`src/hw/rtl/mshw_pkg.sv`:
```
// ----------------------------------------------------------------------------
// mshw_pkg
// Shared constants and control types for the heartbeat watchdog.
// ----------------------------------------------------------------------------
package mshw_pkg;

  // Default number of supervised slots
  localparam int SLOT_COUNT_DEF = 8;

  // Fixed field widths
  localparam int DATA_W = 32;
  localparam int ID_W   = 8;
  localparam int MASK_W = 8;
  localparam int CMD_W  = 2;

  // Command codes
  localparam logic [CMD_W-1:0] CMD_ARM       = 2'd0;
  localparam logic [CMD_W-1:0] CMD_HEARTBEAT = 2'd1;
  localparam logic [CMD_W-1:0] CMD_EVALUATE  = 2'd2;

  // Controller to datapath
  typedef struct packed {
    logic latch;       // capture the input item
    logic exec_write;  // apply an arm or heartbeat
    logic scan_step;   // issue one slot read of the evaluate scan
  } ctrl_cmd_t;

  // Datapath to controller
  typedef struct packed {
    logic [CMD_W-1:0] cmd;
    logic             scan_last;
    logic             pipe_idle;
  } dp_status_t;

endpackage

```
`src/hw/rtl/mshw_ram.sv`:
```
// ----------------------------------------------------------------------------
// mshw_ram
// Generic single-write, single-read RAM with registered read data.
// ----------------------------------------------------------------------------
module mshw_ram #(
  parameter int WIDTH = 32,
  parameter int DEPTH = 8
) (
  input  logic                                   clk,
  input  logic                                   we,
  input  logic [(DEPTH > 1 ? $clog2(DEPTH) : 1)-1:0] waddr,
  input  logic [WIDTH-1:0]                       wdata,
  input  logic [(DEPTH > 1 ? $clog2(DEPTH) : 1)-1:0] raddr,
  output logic [WIDTH-1:0]                       rdata
);

  logic [WIDTH-1:0] mem [DEPTH];
  logic [WIDTH-1:0] rdata_r;

  always_ff @(posedge clk) begin
    if (we) begin
      mem[waddr] <= wdata;
    end
    rdata_r <= mem[raddr];
  end

  assign rdata = rdata_r;

endmodule

```
`src/hw/rtl/mshw_ctrl.sv`:
```
// ----------------------------------------------------------------------------
// mshw_ctrl
// Sequencer: accept a command, run the write or the slot scan, strobe result.
// ----------------------------------------------------------------------------
module mshw_ctrl (
  input  logic                   clk,
  input  logic                   rst_n,
  input  logic                   start,
  output logic                   busy,
  output logic                   out_valid,
  output mshw_pkg::ctrl_cmd_t    cmd_o,
  input  mshw_pkg::dp_status_t   status_i
);

  import mshw_pkg::*;

  typedef enum logic [4:0] {
    ST_IDLE  = 5'b00001,
    ST_EXEC  = 5'b00010,
    ST_SCAN  = 5'b00100,
    ST_DRAIN = 5'b01000,
    ST_DONE  = 5'b10000
  } state_t;

  state_t state_r, state_nxt;

  always_comb begin
    state_nxt        = state_r;
    cmd_o.latch      = 1'b0;
    cmd_o.exec_write = 1'b0;
    cmd_o.scan_step  = 1'b0;
    case (state_r)
      ST_IDLE: begin
        if (start) begin
          cmd_o.latch = 1'b1;
          state_nxt   = ST_EXEC;
        end
      end
      ST_EXEC: begin
        if (status_i.cmd == CMD_EVALUATE) begin
          state_nxt = ST_SCAN;
        end else begin
          cmd_o.exec_write = 1'b1;
          state_nxt        = ST_DONE;
        end
      end
      ST_SCAN: begin
        cmd_o.scan_step = 1'b1;
        if (status_i.scan_last) begin
          state_nxt = ST_DRAIN;
        end
      end
      ST_DRAIN: begin
        if (status_i.pipe_idle) begin
          state_nxt = ST_DONE;
        end
      end
      ST_DONE: begin
        state_nxt = ST_IDLE;
      end
      default: begin
        state_nxt = ST_IDLE;
      end
    endcase
  end

  always_ff @(posedge clk) begin
    if (!rst_n) begin
      state_r <= ST_IDLE;
    end else begin
      state_r <= state_nxt;
    end
  end

  assign busy      = (state_r != ST_IDLE);
  assign out_valid = (state_r == ST_DONE);

endmodule

```
`src/hw/rtl/mshw_dp.sv`:
```
// ----------------------------------------------------------------------------
// mshw_dp
// Slot stores, flags and the three-stage evaluate pipeline.
// ----------------------------------------------------------------------------
module mshw_dp #(
  parameter int SLOT_COUNT = mshw_pkg::SLOT_COUNT_DEF
) (
  input  logic                          clk,
  input  logic                          rst_n,
  input  mshw_pkg::ctrl_cmd_t           cmd_i,
  output mshw_pkg::dp_status_t          status_o,
  input  logic [mshw_pkg::CMD_W-1:0]    in_command,
  input  logic [mshw_pkg::ID_W-1:0]     in_slot_id,
  input  logic [mshw_pkg::DATA_W-1:0]   in_now_ms,
  input  logic [mshw_pkg::DATA_W-1:0]   in_epoch_ms,
  input  logic [mshw_pkg::DATA_W-1:0]   in_max_missed,
  input  logic [mshw_pkg::DATA_W-1:0]   in_grace_ms,
  output logic [mshw_pkg::MASK_W-1:0]   out_fault_mask,
  output logic [mshw_pkg::MASK_W-1:0]   out_new_fault_mask
);

  import mshw_pkg::*;

  localparam int IDX_W = (SLOT_COUNT > 1) ? $clog2(SLOT_COUNT) : 1;
  localparam int CFG_W = 3 * DATA_W;

  // Latched item
  logic [CMD_W-1:0]  cmd_r;
  logic [ID_W-1:0]   id_r;
  logic [DATA_W-1:0] now_r, epoch_r, missed_r, grace_r;

  // Flags
  logic [SLOT_COUNT-1:0] active_r, active_nxt;
  logic [SLOT_COUNT-1:0] seen_r, seen_nxt;
  logic [SLOT_COUNT-1:0] faulted_r, faulted_nxt;
  logic [MASK_W-1:0]     raised_r, raised_nxt;

  // Scan counter and pipeline
  logic [IDX_W-1:0]  cnt_r;
  logic              p1_vld_r, p2_vld_r, p3_vld_r;
  logic [IDX_W-1:0]  p1_idx_r, p2_idx_r, p3_idx_r;
  logic [DATA_W-1:0] p2_prod_r, p2_elapsed_r, p2_gadd_r;
  logic [DATA_W-1:0] p3_allow_r, p3_elapsed_r;
  logic              p3_fault;

  logic              id_ok;
  logic [IDX_W-1:0]  id_idx;
  logic              cfg_we, last_we;
  logic [CFG_W-1:0]  cfg_rdata;
  logic [DATA_W-1:0] last_rdata;
  logic [DATA_W-1:0] rd_epoch, rd_missed, rd_grace;

  assign id_ok  = (id_r < ID_W'(SLOT_COUNT));
  assign id_idx = id_r[IDX_W-1:0];

  assign cfg_we  = cmd_i.exec_write && id_ok && (cmd_r == CMD_ARM);
  assign last_we = cmd_i.exec_write && id_ok &&
                   ((cmd_r == CMD_ARM) || ((cmd_r == CMD_HEARTBEAT) && active_r[id_idx]));

  mshw_ram #(.WIDTH(CFG_W), .DEPTH(SLOT_COUNT)) u_cfg_ram (
    .clk   (clk),
    .we    (cfg_we),
    .waddr (id_idx),
    .wdata ({epoch_r, missed_r, grace_r}),
    .raddr (cnt_r),
    .rdata (cfg_rdata)
  );

  mshw_ram #(.WIDTH(DATA_W), .DEPTH(SLOT_COUNT)) u_last_ram (
    .clk   (clk),
    .we    (last_we),
    .waddr (id_idx),
    .wdata (now_r),
    .raddr (cnt_r),
    .rdata (last_rdata)
  );

  assign rd_epoch  = cfg_rdata[CFG_W-1 -: DATA_W];
  assign rd_missed = cfg_rdata[2*DATA_W-1 -: DATA_W];
  assign rd_grace  = cfg_rdata[DATA_W-1:0];

  assign p3_fault = (p3_allow_r != '0) && (p3_elapsed_r >= p3_allow_r);

  always_comb begin
    active_nxt  = active_r;
    seen_nxt    = seen_r;
    faulted_nxt = faulted_r;
    raised_nxt  = raised_r;
    if (cmd_i.latch) begin
      raised_nxt = '0;
    end
    if (cmd_i.exec_write && id_ok) begin
      case (cmd_r)
        CMD_ARM: begin
          active_nxt[id_idx]  = 1'b1;
          seen_nxt[id_idx]    = 1'b0;
          faulted_nxt[id_idx] = 1'b0;
        end
        CMD_HEARTBEAT: begin
          if (active_r[id_idx]) begin
            seen_nxt[id_idx] = 1'b1;
          end
        end
        default: begin
        end
      endcase
    end
    if (p3_vld_r) begin
      if (p3_fault) begin
        if (!faulted_r[p3_idx_r]) begin
          faulted_nxt[p3_idx_r] = 1'b1;
          for (int k = 0; k < MASK_W; k++) begin
            if (k < SLOT_COUNT && p3_idx_r == IDX_W'(k)) begin
              raised_nxt[k] = 1'b1;
            end
          end
        end
      end else begin
        faulted_nxt[p3_idx_r] = 1'b0;
      end
    end
  end

  always_ff @(posedge clk) begin
    if (!rst_n) begin
      active_r  <= '0;
      seen_r    <= '0;
      faulted_r <= '0;
      raised_r  <= '0;
      cnt_r     <= '0;
      p1_vld_r  <= 1'b0;
      p2_vld_r  <= 1'b0;
      p3_vld_r  <= 1'b0;
    end else begin
      active_r  <= active_nxt;
      seen_r    <= seen_nxt;
      faulted_r <= faulted_nxt;
      raised_r  <= raised_nxt;
      if (cmd_i.latch) begin
        cnt_r <= '0;
      end else if (cmd_i.scan_step) begin
        cnt_r <= cnt_r + 1'b1;
      end
      p1_vld_r <= cmd_i.scan_step;
      p2_vld_r <= p1_vld_r && active_r[p1_idx_r];
      p3_vld_r <= p2_vld_r;
    end
  end

  // Payload registers
  always_ff @(posedge clk) begin
    if (cmd_i.latch) begin
      cmd_r    <= in_command;
      id_r     <= in_slot_id;
      now_r    <= in_now_ms;
      epoch_r  <= in_epoch_ms;
      missed_r <= in_max_missed;
      grace_r  <= in_grace_ms;
    end
    p1_idx_r     <= cnt_r;
    p2_idx_r     <= p1_idx_r;
    p2_prod_r    <= DATA_W'(rd_missed * rd_epoch);
    p2_elapsed_r <= now_r - last_rdata;
    p2_gadd_r    <= seen_r[p1_idx_r] ? '0 : rd_grace;
    p3_idx_r     <= p2_idx_r;
    p3_allow_r   <= p2_prod_r + p2_gadd_r;
    p3_elapsed_r <= p2_elapsed_r;
  end

  assign status_o.cmd       = cmd_r;
  assign status_o.scan_last = (cnt_r == IDX_W'(SLOT_COUNT - 1));
  assign status_o.pipe_idle = !p1_vld_r && !p2_vld_r && !p3_vld_r;

  for (genvar k = 0; k < MASK_W; k++) begin : g_mask
    if (k < SLOT_COUNT) begin : g_slot
      assign out_fault_mask[k] = faulted_r[k];
    end else begin : g_none
      assign out_fault_mask[k] = 1'b0;
    end
  end

  assign out_new_fault_mask = raised_r;

endmodule

```
`src/hw/rtl/multi_slot_heartbeat_watchdog.sv`:
```
// ----------------------------------------------------------------------------
// multi_slot_heartbeat_watchdog
// Supervises a table of slots: arm, refresh by heartbeat, evaluate deadlines.
// ----------------------------------------------------------------------------
//
//   channel   handshake              payload
//   -------   ---------------------  ---------------------------------------
//   input     start & !busy          in_command, in_slot_id, in_now_ms,
//                                    in_epoch_ms, in_max_missed, in_grace_ms
//   result    out_valid (1 cycle)    out_fault_mask, out_new_fault_mask
//
// Arm, heartbeat and unknown commands go from the execute state to the done state, where the result is strobed.
// Evaluate scans one slot a cycle through a read, multiply, add pipeline, then
// drains; the drain lasts longest when the last slot is active.
// busy stays high through the result strobe; the next item can be taken in the cycle after it.
// Synchronous reset clears the active, seen and fault flags; the slot RAMs need
// no clearing as only the entries of armed slots are used. The receiver cannot stall.
//
module multi_slot_heartbeat_watchdog #(
  parameter int SLOT_COUNT = mshw_pkg::SLOT_COUNT_DEF
) (
  input  logic                          clk,
  input  logic                          rst_n,
  input  logic                          start,
  output logic                          busy,
  input  logic [mshw_pkg::CMD_W-1:0]    in_command,
  input  logic [mshw_pkg::ID_W-1:0]     in_slot_id,
  input  logic [mshw_pkg::DATA_W-1:0]   in_now_ms,
  input  logic [mshw_pkg::DATA_W-1:0]   in_epoch_ms,
  input  logic [mshw_pkg::DATA_W-1:0]   in_max_missed,
  input  logic [mshw_pkg::DATA_W-1:0]   in_grace_ms,
  output logic                          out_valid,
  output logic [mshw_pkg::MASK_W-1:0]   out_fault_mask,
  output logic [mshw_pkg::MASK_W-1:0]   out_new_fault_mask
);

  import mshw_pkg::*;

  // Command and status between sequencer and datapath
  ctrl_cmd_t  ctrl_cmd;
  dp_status_t dp_status;

  // Sequence each item: latch, then write or scan, then strobe the result
  mshw_ctrl u_ctrl (
    .clk       (clk),
    .rst_n     (rst_n),
    .start     (start),
    .busy      (busy),
    .out_valid (out_valid),
    .cmd_o     (ctrl_cmd),
    .status_i  (dp_status)
  );

  // Hold slot stores and flags; run the evaluate pipeline
  mshw_dp #(.SLOT_COUNT(SLOT_COUNT)) u_dp (
    .clk                (clk),
    .rst_n              (rst_n),
    .cmd_i              (ctrl_cmd),
    .status_o           (dp_status),
    .in_command         (in_command),
    .in_slot_id         (in_slot_id),
    .in_now_ms          (in_now_ms),
    .in_epoch_ms        (in_epoch_ms),
    .in_max_missed      (in_max_missed),
    .in_grace_ms        (in_grace_ms),
    .out_fault_mask     (out_fault_mask),
    .out_new_fault_mask (out_new_fault_mask)
  );

endmodule

```
`config.mk`:
```
export PLATFORM = sky130hd
export DESIGN_NAME = multi_slot_heartbeat_watchdog
export DESIGN_NICKNAME = d
export VERILOG_FILES = /design/src/hw/rtl/mshw_pkg.sv /design/src/hw/rtl/mshw_ram.sv /design/src/hw/rtl/mshw_ctrl.sv /design/src/hw/rtl/mshw_dp.sv /design/src/hw/rtl/multi_slot_heartbeat_watchdog.sv
export SDC_FILE = /design/constraint.sdc
export NUM_CORES = 2
export LEC_CHECK = 0
export BUFFER_PORTS_ARGS = -buffer_cell sky130_fd_sc_hd__buf_2
export CAP_MARGIN = 40
export CORE_MARGIN = 1.5
export CORE_UTILIZATION = 63
export CTS_CLUSTER_SIZE = 10
export DETAILED_ROUTE_END_ITERATION = 7
export GPL_ROUTABILITY_DRIVEN = 0
export PLACE_DENSITY = 0.87
export SLEW_MARGIN = 20
export SYNTH_ARGS = -nofsm -noshare
export SYNTH_HDL_FRONTEND = slang
export SYNTH_SLANG_ARGS = --single-unit
export TNS_END_PERCENT = 30
```
`constraint.sdc`:
```
create_clock -name clk -period 9.6 [get_ports clk]
set_input_delay 0.96 -clock clk [delete_from_list [all_inputs] [get_ports clk]]
set_output_delay 0.96 -clock clk [all_outputs]
set_load 0.005 [all_outputs]
```
==> flow_metrics.py <==
metrics = {
    "cells_and_area": {
        "top_register": "u_dp.u_cfg_ram.mem",
        "largest_register_ffs": 768,
        "syn2layout_area_growth_pct": 11.7,
        "fin_nets": 5524,
        "instances_no_fill": 6398,
        "drive_gt1_share_pct": 17.5,
        "design_area_um2": 78600,
    },
    "floorplan": {
        "boundaryPins": 159,
        "core_area_um2": 111000,
        "start_util_pct": 63.5,
        "dieArea_um2": 114000,
        "rows": 122,
        "die_y_um": 337,
        "die_w_um": 337,
    },
    "yosys": {
        "synth_top_area_share_pct": 49.5,
        "async_reset_ff_share_pct": 0,
        "synthTopCellsByCount": "edfxtp_1, inv_1, fa_1",
        "syn_area_um2": 70400,
        "syn_inst": 4521,
        "yosysWarnings": 0,
        "ys_ff_latch": 1502,
        "synth_edf_count": 1162,
        "yosysTopAreaCell": "edfxtp_1",
        "yosysMostFrequentCell": "edfxtp_1",
        "syn_area_per_cell_um2": 15.6,
        "ys_seq_area_share_pct": 59.2,
        "yosys-top-cells-area": "edfxtp_1, fa_1, dfxtp_1",
        "syn_nets": 5291,
        "synth-main-ff-cell": "edfxtp_1",
        "synthDistinctLibCells": 77,
    },
    "min_path": {
        "min_path_type": "reg2reg",
    },
    "timing": {
        "finalClockSkew_ps": 38.6,
        "tightestPinTransition_ps": 932,
        "setup_viol": 0,
        "fin_setup_tns_ps": 0,
        "drv_slew": 0,
        "timing.hold.ws_ps": 309,
        "max_slew_margin_pct": 37.8,
        "period_share_pct": 80.9,
        "rsz0062_at_grt": "false",
        "layout_min_cycle_time_ps": 7770,
        "fmax_ghz": 0.129,
        "finalHoldViolations": 0,
    },
    "setup_path": {
        "crit_slowest_cell": "dfxtp_1",
        "worst-path-buf-inv": 5,
        "setup.worst_path.end_class": "register",
        "worstSetupPathType": "reg2reg",
        "reg2reg_slack_ps": 1830,
        "cp-startpoint": "u_dp.u_cfg_ram.rdata[44]$_DFF_P_",
        "worst-path-max-fanout": 20,
        "cp_data_required_time_ps": 10260,
        "critical_path.max_stage_delay_ps": 900,
        "setup.worst_path.end": "u_dp.p2_prod_r[31]$_DFF_P_",
        "reg2reg_to": "u_dp.p2_prod_r[31]$_DFF_P_",
        "rr_worst_depth": 22,
        "crit_path_start_kind": "register",
        "crit_family": "adder cells",
        "r2r-start": "u_dp.u_cfg_ram.rdata[44]$_DFF_P_",
        "worstPathCellList": "nand2_1 -> fa_1 -> inv_1 -> fa_1 -> inv_1 -> fa_1 -> inv_1 -> fa_1 -> inv_1 -> fa_1 -> fa_1 -> inv_1 -> fa_1 -> fa_1 -> xnor2_1 -> xnor2_1 -> xnor2_1 -> xnor2_1 -> xnor2_1 -> xnor2_1 -> xnor2_1 -> xnor2_1",
        "worstPathArrival_ps": 8420,
        "worstSetupPathDepth": 22,
    },
    "routing": {
        "vias": 41200,
        "avgViaCountPerCell": 6.44,
        "initialDrtViolationCount": 5220,
        "drc": 0,
        "ant_nets": 0,
        "dr.pass1.iters": 7,
        "routedWlPerCell_um": 28.2,
        "drt_wl_total_um": 180000,
    },
    "power": {
        "ir_worst_vdd_v": 0.000294,
        "leakage_nw": 29.4,
        "p_per_area_nw_per_um2": 190,
    },
    "place": {
        "placed_cell_area_um2": 73200,
        "port_buffers": 158,
        "dp.cells": 6053,
        "dp_hpwl_um": 101000,
    },
    "clocking": {
        "numCtsBuffers": 170,
        "cts-root-buf": "clkbuf_16",
        "clk_latency_ps": 810,
        "cts_resized": 0,
        "cts.htree.levels": 4,
        "post_cts_buffers": 0,
        "cts_hold_buffers": 0,
        "clk_path_buf_depth": 3,
        "cts.clk_slew.worst_paths_ps": 60,
        "cts.sinks": 1502,
        "cts_tree": "done",
    },
    "grt": {
        "grt_max_degree": 99,
        "grt.met1_usage_pct": 40.9,
        "grt.overflow.total": 0,
        "gr-usage-met2_pct": 52.0,
        "grt_util_all_layers_pct": 31.8,
        "grt_pass1_vias": 43400,
        "grt_pass1_wl_um": 266000,
        "busiest_layer": "met2",
        "antenna_found_initial": 27,
        "grtUsageMet3_pct": 7.04,
    },
    "run_status": {
        "status": "finished clean",
    },
    "flow_run": {
        "drv_cap": 0,
    },
}
## routing by layer
layer,vias to the layer above,wire length [µm]
met5,-,176
li1,16500,-
met2,3088,88700
met1,20900,63800
met4,24,8630
met3,664,19000
## worst min-delay path by stage
stage	slack, ps	end	from	cells after the start
after CTS	290	u_dp.grace_r[8]$_DFFE_PP_	in_grace_ms[8]	1
after detailed placement	310	u_dp.p3_elapsed_r[23]$_DFF_P_	u_dp.p2_elapsed_r[23]$_DFF_P_	0
after global placement	310	u_dp.p3_elapsed_r[0]$_DFF_P_	u_dp.p2_elapsed_r[0]$_DFF_P_	0
final	310	u_dp.p3_elapsed_r[1]$_DFF_P_	u_dp.p2_elapsed_r[1]$_DFF_P_	0
after floorplan	310	u_dp.p3_elapsed_r[0]$_DFF_P_	u_dp.p2_elapsed_r[0]$_DFF_P_	0
after global routing	300	u_dp.id_r[4]$_DFFE_PP_	in_slot_id[4]	1
## layout by cell type (no fill, tap or decap), types with 10 or more instances in the layout
| cell | instances |
|---|---|
| buf_2 | 158 |
| buf_4 | 48 |
| a21oi_1 | 78 |
| nand2b_1 | 18 |
| nor2_1 | 82 |
| a31oi_1 | 12 |
| edfxtp_1 | 1162 |
| nand3_1 | 16 |
| buf_12 | 10 |
| o21bai_1 | 10 |
| xor2_1 | 37 |
| mux2_2 | 128 |
| nor3_1 | 26 |
| nand2_1 | 333 |
| mux4_2 | 264 |
| nor4_1 | 12 |
| and2_1 | 298 |
| o21a_1 | 18 |
| mux2i_1 | 11 |
| o211ai_1 | 12 |
| nand4_1 | 11 |
| nor2b_1 | 10 |
| ha_1 | 219 |
| xnor2_1 | 102 |
| buf_8 | 12 |
| inv_1 | 493 |
| a21o_1 | 47 |
| a211oi_1 | 13 |
| o21ai_0 | 42 |
| clkbuf_1 | 128 |
| dfxtp_1 | 337 |
| fa_1 | 410 |
| o41ai_1 | 10 |
| clkbuf_16 | 170 |
## cell type report
type / count / area, µm²
inverters: 493 / 1850
well taps: 1488 / 1860
clock inverters: 21 / 390
repair buffers: 237 / 1760
fillers: 6294 / 32200
flip-flops and latches: 1502 / 41700
multi-input cells: 2350 / 26300
clock buffers: 298 / 4730
diodes: 9 / 22.5
## per-stage QoR
stage          setup WS, ps  utilization (%)  power (mW)
3_3_place_gp           2340             65.8        8.83
4_1_cts                2080             70.7        14.9
5_1_grt                1640             71.0        15.3
2_1_floorplan           830                -        8.48
6_report               1830             71.0        14.9
3_5_place_dp           2130             66.1        8.89
## cells by family after synthesis
group / share of synthesized area [%]
multiplexers: 10.7
XOR/XNOR: 1.73
flip-flops: 59.2
buffers and inverters: 3.58
adder cells (fa/ha/maj): 15.5
AND/OR/NAND/NOR: 6.21
AO/OA/AOI/OAI: 3.07
## where the power goes
| part | switching [mW] | internal (mW) |
|---|---|---|
| Clock | 2.70 | 3.40 |
| Combinational | 0.725 | 0.501 |
| Sequential | 0.255 | 7.37 |
Power figures use the tool's default switching activity.
